==> config.mk <==
export PLATFORM = sky130hd
export DESIGN_NAME = vsvm_raster_cnt
export DESIGN_NICKNAME = d
export VERILOG_FILES = /design/src/hdl/vsvm_raster_cnt.sv
export SDC_FILE = /design/constraint.sdc
export NUM_CORES = 1
export LEC_CHECK = 0
export BUFFER_PORTS_ARGS = -buffer_cell sky130_fd_sc_hd__buf_2
export CAP_MARGIN = 20
export CORE_MARGIN = 1.5
export CORE_UTILIZATION = 45
export DETAILED_ROUTE_END_ITERATION = 6
export GPL_TIMING_DRIVEN = 0
export PLACE_DENSITY_LB_ADDON = 0.25
export REMOVE_ABC_BUFFERS = 1
export SLEW_MARGIN = 20
export SYNTH_ARGS = -nofsm -noshare
export SYNTH_HDL_FRONTEND = slang
export SYNTH_SLANG_ARGS = --single-unit
==> constraint.sdc <==
create_clock -name clock -period 3.1 [get_ports clock]
set_input_delay 0.62 -clock clock [delete_from_list [all_inputs] [get_ports clock]]
set_output_delay 0.62 -clock clock [all_outputs]
set_load 0.01 [all_outputs]
==> src/hdl/vsvm_raster_cnt.sv <==
// ----------------------------------------------------------------------------
// vsvm_raster_cnt: x, y, z position counter in raster order
// Steps x fastest, then y, then z, and flags the last position of the volume.
// ----------------------------------------------------------------------------
module vsvm_raster_cnt #(
   parameter int XW = 8,
   parameter int YW = 8,
   parameter int ZW = 13
) (
   input  logic          clock,
   input  logic          reset,
   input  logic          clear,
   input  logic          step,
   input  logic [XW-1:0] x_last,
   input  logic [YW-1:0] y_last,
   input  logic [ZW-1:0] z_last,
   output logic [XW-1:0] x,
   output logic [YW-1:0] y,
   output logic [ZW-1:0] z,
   output logic          wrap
);

   logic [XW-1:0] x_ff, x_in;
   logic [YW-1:0] y_ff, y_in;
   logic [ZW-1:0] z_ff, z_in;
   logic          x_end, y_end, z_end;

   assign x_end = (x_ff == x_last);
   assign y_end = (y_ff == y_last);
   assign z_end = (z_ff == z_last);
   assign wrap  = x_end && y_end && z_end;

   always_comb begin
      x_in = x_ff;
      y_in = y_ff;
      z_in = z_ff;
      priority if (clear) begin
         x_in = '0;
         y_in = '0;
         z_in = '0;
      end else if (step) begin
         if (x_end) begin
            x_in = '0;
            if (y_end) begin
               y_in = '0;
               if (z_end) begin
                  z_in = '0;
               end else begin
                  z_in = z_ff + 1'b1;
               end
            end else begin
               y_in = y_ff + 1'b1;
            end
         end else begin
            x_in = x_ff + 1'b1;
         end
      end else begin
         x_in = x_ff;
         y_in = y_ff;
         z_in = z_ff;
      end
   end

   always_ff @(posedge clock) begin
      if (reset) begin
         x_ff <= '0;
         y_ff <= '0;
         z_ff <= '0;
      end else begin
         x_ff <= x_in;
         y_ff <= y_in;
         z_ff <= z_in;
      end
   end

   assign x = x_ff;
   assign y = y_ff;
   assign z = z_ff;

endmodule

==> summary.txt <==
Max Buffers Root-to-Sink -> 2
max-slew violations -> 0
delay-heaviest family, CP -> simple AND/OR/NAND/NOR gates
fraction of layout cells with a size suffix above 1 -> 29.8%
Reg2Reg Setup Slack -> 0.75 ns
fin crit period -> 2.74 ns
Min Hold Slack -> 0.511 ns
FILL cells -> 351
final antenna-violating net count -> 0
leakage power -> 0.924 nW
Reg area -> 581 sq um
routed length per instance -> 13.1 um
Post-Syn Area -> 1680 sq um
CTS clk-pin slew, worst paths -> 0.06 ns
placed insts -> 293
via/cell ratio -> 5.37
Yosys Warn Count -> 0
share of the synthesized area in the top cell type -> 34.7%
largest cells by area after synthesis -> dfxtp_1 35%, xnor2_1 13%, xor2_1 9.4%
Vias -> 1615
Seq/Total Area, Yosys -> 34.7%
synthesized instance count -> 190
VDD IR max -> 0.202 mV
H-tree depth -> 2
Pwr Density -> 392 nW/um^2
area of the multi-input gates -> 1060 sq um
Yosys top cell by area -> dfxtp_1
Placeable Area -> 3440 sq um
DR iter-0 viols -> 92
die height -> 64.0 um
Critical Path AT -> 2.12 ns
Congestion Overflow GR -> 0
TritonCTS clock tree -> yes
gpl congestion -> 0.834
drt pass-1 iters -> 4
num ports -> 63
Max Clock Freq -> 365 MHz
effective utilization at floorplan -> 48.7%
Post-Route WL -> 3950 um
startpoint type of the worst setup path -> input port
WS Path Type -> input port to output pin
Die W -> 64.0 um
CP cell instances -> buf_2 > xnor2_1 > nand4_1 > nor4_2 > buf_2 > and4_2 > buf_2
Worst Reg-to-Reg Cells -> 6
outcome -> completed
WHS Path Cells -> 1
Layout Nets -> 290
antenna violations before repair -> 0
Yosys cell types -> 31
setup violators final -> 0
unrepaired setup endpoints after global routing -> false
residual DRC count -> 0
Worst-Margin Slew -> 0.690 ns
R2R Path End -> z[8]
first-pass GRT wire length -> 6760 um
Worst Hold Class -> flip-flop to flip-flop
most frequent CP cell -> buf_2
vias in the first global route -> 1501
gr usage total -> 20.8%
Hold-fix buffers, CTS -> 0
CTS Sinks -> 29
pin count of the biggest net entering global routing -> 13
worst-path fanout max -> 7
Layout Cells excl Fill -> 301
die area -> 4100 sq um
sum of buffers and inverters on the critical path -> 3
Synth Area per Inst -> 8.82 sq um
Crit path largest cell delay -> 0.51 ns
worst skew pair latency -> 0.28 ns
Synth Register Bits -> 29
Rows -> 21
crit share post-route -> 88.5%
CP required -> 2.48 ns
Root Buffer -> clkbuf_8
max cap viols -> 0
slew margin rel. -> 53.8%
Layout area overhead -> 27.6%
post-CTS sizing -> 0
reg-to-reg startpoint -> x[2]
crit path capture type -> output pin
hold endpoint -> z[12]
clk_skew -> 0.00384 ns
Antenna Cells -> 0
Num CTS Buffers -> 5
hold_sp -> z[12]
Final Hold Fails -> 0
Final HPWL DP -> 2980 um
Port Buf Inserts -> 62
postcts setup bufs -> 0
Slowest-stage cell, CP -> nor4_2
==> layout by cell type (no fill, tap or decap), drive strengths merged, types with 2 or more instances in the layout <==
| cell type | synthesis | layout |
|---|---|---|
| or2 | 2 | 2 |
| nand2 | 13 | 13 |
| nor3 | 2 | 2 |
| nand3 | 4 | 4 |
| a21oi | 2 | 2 |
| nand2b | 3 | 3 |
| o22ai | 3 | 3 |
| nor4 | 4 | 4 |
| and4 | 2 | 2 |
| mux2i | 3 | 3 |
| nor2 | 22 | 22 |
| and3 | 9 | 9 |
| ha | 3 | 3 |
| clkbuf | 4 | 7 |
| or3 | 2 | 2 |
| inv | 2 | 2 |
| dfxtp | 29 | 29 |
| o21ai | 9 | 9 |
| buf | 2 | 63 |
| o2bb2ai | 3 | 3 |
| xnor2 | 24 | 24 |
| xor2 | 18 | 18 |
| nor3b | 6 | 6 |
| a32o | 8 | 8 |
| nand4 | 9 | 9 |
==> worst register-to-register path, cell delays in order (launching register included) <==
cell,delay [ns]
dfxtp_1,0.36
xor2_1,0.19
nor4_1,0.37
and3_1,0.51
nand2_1,0.19
nor2_1,0.46
a32o_1,0.21
==> metrics by stage <==
step,area [sq um],setup TNS [ns],util [%],power (mW),setup WS [ns]
floorplan,1640,0,-,0.413,0.452
global placement,2010,-0.989,58.4,0.443,-0.384
detailed placement,2020,0,58.7,0.445,0.335
CTS,2140,0,62.1,0.843,0.326
global route,2140,0,62.1,0.869,0.185
finish,2140,0,62.1,0.838,0.357
==> cell type report <==
class	instances	share of cell area (%)
clock buffers	7	4.04
inverters	2	0.351
multi-input cells	153	49.6
flip-flops and latches	29	27.2
repair buffers	63	14.8
clock inverters	1	1.41
well taps	46	2.69
==> state kept, by name, summed over array words and instances, names as in the netlist <==
signal,count
x,8
y,8
z,13
==> logic make-up (layout without fill, tap and decap cells) <==
group,after synthesis,count (layout),synth area share (%)
buffers and inverters,8,73,2.46
flip-flops,29,29,34.7
AO/OA/AOI/OAI,25,25,10.8
adder cells (fa/ha/maj),3,3,2.24
XOR/XNOR,42,42,22.0
AND/OR/NAND/NOR,80,80,26.1
multiplexers,3,3,1.79
==> report_power, final <==
part | internal, mW | switching, mW | total, mW
Clock | 0.262 | 0.141 | 0.402
Combinational | 0.0316 | 0.0292 | 0.0607
Sequential | 0.374 | 0.00163 | 0.375
Total | 0.667 | 0.171 | 0.838
==> worst max-delay path by stage <==
| stage | end | slack [ns] | depth (start not counted) | from |
|---|---|---|---|---|
| after floorplan | wrap | 0.45 | 4 | z_last[4] |
| after global placement | wrap | -0.38 | 6 | z_last[0] |
| after detailed placement | wrap | 0.34 | 7 | z_last[0] |
| after CTS | wrap | 0.33 | 6 | z[4] |
| after global routing | wrap | 0.18 | 6 | z[8] |
| final | wrap | 0.36 | 7 | z_last[0] |
==> synthesized netlist by cell type <==
cell type,n
nand2b_1,3
o21ai_0,8
clkbuf_1,4
dfxtp_1,29
or2_2,2
nor4_1,4
o21ai_1,1
and4_2,1
ha_1,3
o22ai_1,3
nor3_1,2
o2bb2ai_1,3
mux2i_1,3
or3_1,2
and2_4,1
nor2_1,22
a21oi_1,2
xnor2_1,24
nand4_4,1
and4_1,1
nand4_1,8
inv_1,2
nand3_1,4
buf_6,1
xor2_1,18
and3_1,9
buf_4,1
nand3b_1,1
a32o_1,8
nor3b_1,6
nand2_1,13
==> layer usage <==
metal	track usage, %	wire length [um]
met1	26.9	1830
met2	33.3	1850
met3	5.28	201
met4	7.61	71
met5	0	0
(Power assumes the default switching activity.)
