==> config.mk <==
export PLATFORM = sky130hd
export DESIGN_NAME = vsvm_decide_flat
export DESIGN_NICKNAME = d
export VERILOG_FILES = /design/src/hdl/vsvm_pkg.sv /design/src/hdl/vsvm_stream_if.sv /design/src/hdl/vsvm_decide.sv /design/src/flat_wrapper.sv
export SDC_FILE = /design/constraint.sdc
export NUM_CORES = 1
export LEC_CHECK = 0
export CORE_AREA = 2 2 52 54
export CTS_CLUSTER_SIZE = 14
export DETAILED_ROUTE_END_ITERATION = 8
export DIE_AREA = 0 0 54 56
export DONT_BUFFER_PORTS = 1
export GPL_TIMING_DRIVEN = 0
export MAX_ROUTING_LAYER = met4
export PLACE_DENSITY_LB_ADDON = 0.05
export SYNTH_ARGS = -nofsm -noshare
export SYNTH_HDL_FRONTEND = slang
export SYNTH_SLANG_ARGS = --single-unit
==> constraint.sdc <==
create_clock -name clock -period 1 [get_ports clock]
set_input_delay 0.2 -clock clock [delete_from_list [all_inputs] [get_ports clock]]
set_output_delay 0.2 -clock clock [all_outputs]
set_load 0.1 [all_outputs]
==> src/hdl/vsvm_pkg.sv <==
// ----------------------------------------------------------------------------
// vsvm_pkg: shared types and constants of the surface voxel marker
// Item payloads, configuration register indexes, reset values and the
// size clamping helper used by the marker.
// ----------------------------------------------------------------------------
package vsvm_pkg;

   localparam int LABEL_W   = 12;
   localparam int Z_W       = 13;
   localparam int CSR_W     = 13;
   localparam int CSR_IDX_W = 3;
   localparam int Z_MAX     = 1 << Z_W;

   localparam logic [CSR_IDX_W-1:0] CSR_MODE     = 3'd0;
   localparam logic [CSR_IDX_W-1:0] CSR_SIZE_X   = 3'd1;
   localparam logic [CSR_IDX_W-1:0] CSR_SIZE_Y   = 3'd2;
   localparam logic [CSR_IDX_W-1:0] CSR_SIZE_Z   = 3'd3;
   localparam logic [CSR_IDX_W-1:0] CSR_INSIDE   = 3'd4;
   localparam logic [CSR_IDX_W-1:0] CSR_BOUNDARY = 3'd5;
   localparam logic [CSR_IDX_W-1:0] CSR_CUT      = 3'd6;

   localparam logic [Z_W-1:0]     SIZE_RESET     = 13'd256;
   localparam logic [LABEL_W-1:0] INSIDE_RESET   = 12'd2000;
   localparam logic [LABEL_W-1:0] BOUNDARY_RESET = 12'd3000;
   localparam logic [LABEL_W-1:0] CUT_RESET      = 12'd1000;

   typedef struct packed {
      logic [LABEL_W-1:0] voxel_value;
      logic               implant_inside;
      logic               flush;
   } vsvm_req_type;

   typedef struct packed {
      logic [LABEL_W-1:0] label_out;
      logic               is_last;
   } vsvm_rsp_type;

   typedef struct packed {
      logic               mode;
      logic [LABEL_W-1:0] inside_label;
      logic [LABEL_W-1:0] boundary_label;
      logic [LABEL_W-1:0] cut_label;
   } vsvm_cfg_type;

   // Center voxel and five face neighbours, all but above, from the plane store.
   typedef struct packed {
      logic [LABEL_W-1:0] center;
      logic [LABEL_W-1:0] left;
      logic [LABEL_W-1:0] right;
      logic [LABEL_W-1:0] up;
      logic [LABEL_W-1:0] down;
      logic [LABEL_W-1:0] below;
   } vsvm_nbr_type;

   // Per-result control that travels alongside the store read.
   typedef struct packed {
      logic [LABEL_W-1:0] above;
      logic               left_ok;
      logic               right_ok;
      logic               up_ok;
      logic               down_ok;
      logic               below_ok;
      logic               above_ok;
      logic               face;
      logic               is_last;
   } vsvm_flags_type;

   // Last valid index for a size register: zero acts as one, and the size
   // saturates at max_cnt.
   function automatic logic [Z_W-1:0] last_index(input logic [Z_W-1:0] raw,
                                                 input int unsigned max_cnt);
      logic [Z_W-1:0] res;
      if (raw == '0) begin
         res = '0;
      end else if (32'(raw) > max_cnt) begin
         res = Z_W'(max_cnt - 1);
      end else begin
         res = raw - 1'b1;
      end
      return res;
   endfunction

endpackage

==> src/hdl/vsvm_stream_if.sv <==
// ----------------------------------------------------------------------------
// vsvm_stream_if: valid/ready item channel
// Carries one payload per item; an item moves when valid and ready are high.
// ----------------------------------------------------------------------------
interface vsvm_stream_if #(parameter type data_type = logic) ();

   logic     valid;
   logic     ready;
   data_type data;

   modport source (output valid, output data, input ready);
   modport sink (input valid, input data, output ready);

endinterface

==> src/hdl/vsvm_decide.sv <==
// ----------------------------------------------------------------------------
// vsvm_decide: boundary decision and result register
// Compares the neighbours with the trigger label and holds the result item
// until the sink takes it.
// ----------------------------------------------------------------------------
module vsvm_decide (
   input  logic                     clock,
   input  logic                     reset,
   input  logic                     load,
   input  vsvm_pkg::vsvm_flags_type flags,
   input  vsvm_pkg::vsvm_nbr_type   nbr,
   input  vsvm_pkg::vsvm_cfg_type   cfg,
   output logic                     free,
   vsvm_stream_if.source            rsp_if
);

   import vsvm_pkg::*;

   logic               p_valid_ff, p_valid_in;
   vsvm_flags_type     p_flags_ff;
   logic               rsp_valid_ff, rsp_valid_in;
   vsvm_rsp_type       rsp_data_ff, rsp_data_in;
   logic               move;
   logic               hit;
   logic [LABEL_W-1:0] trig;

   assign move = p_valid_ff && (!rsp_valid_ff || rsp_if.ready);
   assign free = !p_valid_ff || move;

   always_comb begin
      trig = cfg.mode ? cfg.cut_label : '0;
      hit  = (p_flags_ff.left_ok  && (nbr.left  == trig)) ||
             (p_flags_ff.right_ok && (nbr.right == trig)) ||
             (p_flags_ff.up_ok    && (nbr.up    == trig)) ||
             (p_flags_ff.down_ok  && (nbr.down  == trig)) ||
             (p_flags_ff.below_ok && (nbr.below == trig)) ||
             (p_flags_ff.above_ok && (p_flags_ff.above == trig)) ||
             p_flags_ff.face;
      rsp_data_in.is_last   = p_flags_ff.is_last;
      rsp_data_in.label_out = (nbr.center == cfg.inside_label && hit) ?
                              cfg.boundary_label : nbr.center;
   end

   always_comb begin
      p_valid_in   = load ? 1'b1 : (move ? 1'b0 : p_valid_ff);
      rsp_valid_in = move ? 1'b1 : (rsp_if.ready ? 1'b0 : rsp_valid_ff);
   end

   always_ff @(posedge clock) begin
      if (reset) begin
         p_valid_ff   <= 1'b0;
         rsp_valid_ff <= 1'b0;
      end else begin
         p_valid_ff   <= p_valid_in;
         rsp_valid_ff <= rsp_valid_in;
      end
   end

   always_ff @(posedge clock) begin
      if (load) begin
         p_flags_ff <= flags;
      end
      if (move) begin
         rsp_data_ff <= rsp_data_in;
      end
   end

   assign rsp_if.valid = rsp_valid_ff;
   assign rsp_if.data  = rsp_data_ff;

endmodule

==> src/flat_wrapper.sv <==
// flat-port wrapper written by rule: the top's interface ports become plain ports
module vsvm_decide_flat import vsvm_pkg::*;
  (clock, reset, load, flags, nbr, cfg, free, rsp_if_valid, rsp_if_data, rsp_if_ready);
  vsvm_stream_if rsp_if_i ();
  input  logic clock;
  input  logic reset;
  input  logic load;
  input  vsvm_pkg::vsvm_flags_type flags;
  input  vsvm_pkg::vsvm_nbr_type nbr;
  input  vsvm_pkg::vsvm_cfg_type cfg;
  output logic free;
  output wire logic [$bits(rsp_if_i.valid)-1:0] rsp_if_valid;
  output wire logic [$bits(rsp_if_i.data)-1:0] rsp_if_data;
  input wire logic [$bits(rsp_if_i.ready)-1:0] rsp_if_ready;
  assign rsp_if_valid = rsp_if_i.valid;
  assign rsp_if_data = rsp_if_i.data;
  assign rsp_if_i.ready = rsp_if_ready;
  vsvm_decide u_core (.clock(clock), .reset(reset), .load(load), .flags(flags), .nbr(nbr), .cfg(cfg), .free(free), .rsp_if(rsp_if_i));
endmodule
==> results of run 1 <==
## metal layers
metal  vias up  routed length [µm]  share of wire  global-route usage
li1         43                   -              -                   -
met1        43                 116           0.33              0.0259
met2         8                 179           0.50              0.0418
met3         3                  30          0.085              0.0161
met4         0                  29          0.082              0.0643
met5         -                   0              0                   -
## timing repair
item,in CTS,in global routing
gates resized for setup,2,0
hold buffers,0,0
setup endpoints to repair,4,5
pin swaps,1,0
buffers inserted,0,0
## synthesized netlist by cell type
cell type,count
inv_1,2
nand3b_4,1
nand2b_1,1
a21oi_2,1
edfxtp_1,2
a21oi_1,1
and2_1,1
dfxtp_1,2
## registers in the layout, summed over array words and instances, names as in the netlist
signal / cells
u_core.p_flags_ff: 1
u_core.rsp_if.data: 1
u_core.rsp_if.valid: 1
u_core.p_valid_ff: 1
## cells by family after synthesis
group	synth area share
compound gates	0.0894
buf+inv	0.0488
flops	0.650
simple gates	0.211
## cell type report
class	count	area share
clock buffer	4	0.114
multi-input combinational	5	0.243
tap	30	0.162
sequential	4	0.449
inverter	2	0.0324
## worst reg2reg max path, delay by kind of cell (launching register included)
family,cells,cell delay [ns]
and+or+nand+nor,1,0.35
AOI/OAI and AO/OA,1,0.20
DFF,1,0.55
## per-stage QoR
step / hold WS, ns / area [µm²]
after floorplan: 0.259 / 158
after global placement: 0.263 / 195
after detailed placement: 0.264 / 195
after CTS: 0.00542 / 231
after global routing: 0.00102 / 231
final: 0.0163 / 231
## final timing paths
| kind | start | to | depth (start not counted) |
|---|---|---|---|
| setup reg to reg | u_core.rsp_if.valid | u_core.p_valid_ff | 2 |
| hold / removal | reset | u_core.p_valid_ff | 1 |
| hold reg to reg | u_core.p_flags_ff[0] | u_core.rsp_if.data | 0 |
| setup / recovery | u_core.rsp_if.data | rsp_if_data | 0 |
## cell usage in the layout (no fill, tap or decap)
| master | count |
|---|---|
| clkbuf_4 | 3 |
| inv_1 | 2 |
| edfxtp_1 | 2 |
| nand2b_4 | 1 |
| and2_4 | 1 |
| nand3b_4 | 1 |
| a21oi_2 | 1 |
| a21oi_1 | 1 |
| clkbuf_1 | 1 |
| dfxtp_1 | 1 |
| dfxtp_4 | 1 |
## report_power, final
group | switching (W) | total (W) | internal [W]
Clock | 0.0000810 | 0.000232 | 0.000151
Combinational | 0.00000872 | 0.0000197 | 0.0000110
Sequential | 0.0000404 | 0.000224 | 0.000184
==> impl_results.md, run 1 <==
* Run status: finished, violations left
* Failing checks: setup timing
* Register Area at 104 µm²
* Pre-CTS WS at -0.167 ns
* Starting Density at 0.0633
* Final cell count without fillers at between 40 and 50
* Die X at 54 µm
* Peak Freq at 718 MHz
* Clock latency at the later pin of the worst-skew pair at roughly 0.24 ns
* Antenna violations before repair at 0
* Post-synthesis area per instance at roughly 14 µm²
* Syn nets at about 140
* Setup crit end kind: output port
* Top cell type's share of synthesized area at 0.390
* Final Setup Violations at 3
* H-tree depth reported by CTS at 1
* Worst Slack Setup Final at -0.393 ns
* Cells after synthesis at 11
* GRT Total Usage at 0.0347
* First-pass GRT wire length at 558 µm
* Fillers at 299
* Netlist cell types at 8
* Clk sink count at 4
* Post-route DRC at 0
* CTS tree: done
* Root Driver: clkbuf_4
* Gp weighted congestion at 0.516
* Cell Pwr Density at 2050 nW/µm²
* Core ar. at 2430 µm²
* Reg clk slew, reported paths at 0.04 ns
* Period utilisation layout at 1.39
* Post-route antenna net violation count at 0
* Via density per instance at roughly 2.2
* Chip Height at 56 µm
* Dpl cells at 41
* Final Skew at slightly above 0.006 ns
* Largest net degree at the start of global routing at 4
* Vias in the first global route at 120
* Worst-path fanout max at 1
* Die Area at about 3000 µm²
* Area delta synth->final at 50.4%
* Final Util at 0.0952
* WL/cell at 7.89 µm
* Critical path class: reg2out
* Drt initial violations at 1
* Clk buf depth at 2
* Pleak at 0.0991 nW
* Ports at 136
* Final hold vios at 0
* Worst Setup Start Kind: register
* Slew Viols, Final at 0
* Total congestion overflow at 0
* Worst EP required at around 0.80 ns
* Worst vdd ir at ~0.00046 V
* CTS Buf Count at 3
* N_diodes at 0
* Area leader, netlist: edfxtp_1
* IO buf count at 0
* Synth top area cells: edfxtp_1, dfxtp_1, nand3b_4, a21oi_2, inv_1
* Share of cells above drive strength 1 at 0.533
* WP data arrival at between 1 and 1.5 ns
* Unrepaired setup endpoints after global routing: true
* Post-Syn Area at between 150 and 200 µm²
* Reg-to-reg setup timing slack at -0.17 ns
* Worst-Margin Slew at about 0.9 ns
* Period minus WS final at about 1.4 ns
* Synth Register Bits at 4
* Register area share after synthesis at 0.650
* Warnings from Yosys at 0
* Area of the multi-input gates at between 50 and 60 µm²
* Rows at 18
* DP HPWL at ~260 µm
* Pre-Repair DR Iteration Count at 2
* Pwr Total at about 0.00048 W
* Max Cap Viol at 0
* Setup_tns at -0.912 ns
* Final wirelength at 355 µm
* Final #Nets at ~150
* Via count at 97
* Worst slew margin at 0.392
* Type of the most critical hold path: in2reg
(Power assumes the default switching activity.)
==> run 2, diff against run 1 <==
- ABC_AREA: default -> 1
==> impl_results.md, run 2 <==
* Rows at 18 (unchanged)
* Final hold vios at 0 (unchanged)
* Root Driver: clkbuf_4
* Ports at 136 (unchanged)
* Synth async-reset ratio at 0 (unchanged)
* Setup_tns at -0.914 ns (-0.00105 ns)
* Vias in the first global route at 142 (+18%)
* Critical path class: reg2out
* R2r worst-path depth at 2 (unchanged)
* Commonest cells post-synth: inv_1, a21oi_1, dfxtp_1, edfxtp_1
* Netlist cell types at 7 (-1)
* Hold Buf Count CTS at 0 (unchanged)
* Cells after synthesis at 12 (+1)
* Die Area at 3020 µm² (unchanged)
* Peak Freq at 721 MHz (+0.44%)
* Period utilisation layout at 1.39 (-0.00611)
* Share of cells above drive strength 1 at 0.375 (-0.158)
* Most Crowded Layer GR: met4
* Post-synth EDFFs at 2 (unchanged)
* N_diodes at 0 (unchanged)
* Sequential share of power at 0.484 (+0.013)
* Worst vdd ir at 0.000384 V (-16%)
* Die X at 54 µm (unchanged)
* Cell Pwr Density at 2110 nW/µm² (+2.7%)
* Chip Height at 56 µm (unchanged)
* Clock latency at the later pin of the worst-skew pair at 0.24 ns (about the same)
* Worst-path fanout max at 1 (unchanged)
* Final wirelength at 334 µm (-5.9%)
* Most numerous cell in the Yosys netlist: inv_1
* Antenna violations before repair at 0 (unchanged)
* Clk sink count at 4 (unchanged)
* Worst EP required at 0.80 ns (about the same)
* WP data arrival at 1.19 ns (about the same)
* Max Cap Viol at 0 (unchanged)
* Switching Share at 0.267 (-0.00706)
* Total congestion overflow at 0 (unchanged)
* Final Skew at 0.00454 ns (-0.00151 ns)
* GR met1 Demand/Resource at 0.0243 (-0.00162)
* Post-route DRC at 0 (unchanged)
* Setup crit end kind: output port
* Worst Setup Start Kind: register
* Top cell type's share of synthesized area at 0.417 (+0.0271)
* Gp weighted congestion at 0.516 (about the same)
* Met3 GRT Util at 0.0161 (unchanged)
* Pre-Repair DR Iteration Count at 1 (-1)
* Area leader, netlist: edfxtp_1
* Clock power frac at 0.482 (-0.005)
* Starting Density at 0.0592 (-0.00412)
* Post-route antenna net violation count at 0 (unchanged)
* Critical Path Source: u_core.rsp_if.data
* Via density per instance at 2.17 (+0.85%)
* Final Setup Violations at 3 (unchanged)
* Type of the most critical hold path: in2reg
* Worst Slack Setup Final at -0.387 ns (+0.00611 ns)
* Final Util at 0.0900 (-0.00514)
* GRT Total Usage at 0.0309 (-0.00380)
* Area delta synth->final at 52.2%
* Worst slew margin at 0.389 (-0.00249)
* Reg2reg end: u_core.p_valid_ff
* Unrepaired setup endpoints after global routing: true
* Final #Nets at 150 (+0.67%)
* Clk buf depth at 2 (unchanged)
* Final Cell Area at 219 µm² (-5.4%)
* Final cell count without fillers at 46 (+2.2%)
* Warnings from Yosys at 0 (unchanged)
* Pleak at 0.0718 nW (-28%)
* Worst r2r src: u_core.rsp_if.valid
* Slew Viols, Final at 0 (unchanged)
* Grt met2 use at 0.0366 (-0.00523)
* Worst-Margin Slew at 0.918 ns (+0.00374 ns)
* Largest net degree at the start of global routing at 5 (+1)
* Via count at 100 (+3.1%)
* Post-synthesis area per instance at 12.0 µm² (-14%)
* Most frequent cells in the layout: inv_1, clkbuf_4, a21oi_1, edfxtp_1
* Register area share after synthesis at 0.696 (+0.0452)
* Core ar. at 2430 µm² (unchanged)
* WL/cell at 7.26 µm (-8.0%)
* Gate power share at 0.035 (-0.006)
* First-pass GRT wire length at 558 µm (unchanged)
* Post-Syn Area at 144 µm² (-6.5%)
* Primary FF master, synth: edfxtp_1
* Reg-to-reg setup timing slack at -0.18 ns (about the same)
* Drt initial violations at 0 (-1)
* P_int at 0.000339 W (-1.9%)
* Switch Pwr at 0.000123 W (-5.4%)
* Pwr Total at 0.000462 W (-2.9%)
* Synth Register Bits at 4 (unchanged)
* CTS Buf Count at 3 (unchanged)
* Synth top area cells: edfxtp_1, dfxtp_1, inv_1, a21oi_1, nand3_2
* Dpl cells at 42 (+2.4%)
* Dpl cell area at 193 µm² (-1.3%)
* Reg clk slew, reported paths at 0.04 ns (about the same)
* CTS tree: done
* H-tree depth reported by CTS at 1 (unchanged)
* Run status: finished, violations left
* Failing checks: setup timing
* Hold path depth at 1 (unchanged)
* # resized after CTS at 0 (-2)
* Hold_sp: reset
* Worst Hold End: u_core.rsp_if.valid
* Period minus WS final at 1.39 ns (-0.00611 ns)
* Syn nets at 145 (+0.69%)
* IO buf count at 0 (unchanged)
[run 2: power groups by stage]
stage	registers [W]	clock network (W)	logic [W]
global route	0.000224	0.000246	0.0000183
finish	0.000223	0.000222	0.0000160
floorplan	0.000224	0	0.0000146
detailed placement	0.000226	0	0.0000165
CTS	0.000224	0.000238	0.0000165
global placement	0.000226	0	0.0000165
[run 2: area by class of cell]
cell class / count / area [µm²]
inverters: 3 / 11.3
clock buffers: 4 / 26.3
multi-input cells: 5 / 40.0
well taps: 30 / 37.5
flip-flops and latches: 4 / 104
fillers: 293 / 2210
[run 2: how the worst max path moves through the flow]
stage                                    to  slack [ns]  depth (start not counted)
after floorplan           u_core.p_valid_ff       -0.15                          2
after global placement    u_core.p_valid_ff       -0.18                          2
after detailed placement  u_core.p_valid_ff       -0.18                          2
after CTS                       rsp_if_data       -0.41                          0
after global routing            rsp_if_data       -0.41                          0
final                           rsp_if_data       -0.39                          0
[run 2: metrics by stage]
stage | worst slack, ns | hold WS, ns
after CTS | -0.408 | 0.0102
after detailed placement | -0.181 | 0.262
final | -0.387 | 0.0230
after floorplan | -0.149 | 0.259
after global placement | -0.177 | 0.263
after global routing | -0.414 | 0.0165
[run 2: cells by family (layout without fill, tap and decap cells)]
| group | after synthesis | in the layout | share of synthesized area |
|---|---|---|---|
| AND/OR/NAND/NOR | 2 | 2 | 0.0956 |
| AO/OA/AOI/OAI | 3 | 3 | 0.130 |
| buffers and inverters | 3 | 7 | 0.0783 |
| flip-flops | 4 | 4 | 0.696 |
[run 2: worst register-to-register path, stage by stage (launching register included)]
cell and delay (ns):
dfxtp_4 0.55, nand3_4 0.36, a21oi_2 0.20
[run 2: per-layer routing]
metal / wire [µm] / part of all wire / vias up
li1: - / - / 49
met3: 44 / 0.13 / 0
met2: 182 / 0.54 / 6
met4: 0 / 0 / 0
met5: 0 / 0 / -
met1: 107 / 0.32 / 45
[run 2: what timing repair did]
action                     4_1_cts  5_1_grt
setup endpoints to repair        4        4
gates cloned                     0        0
setup buffers                    0        0
pin swaps                        0        0
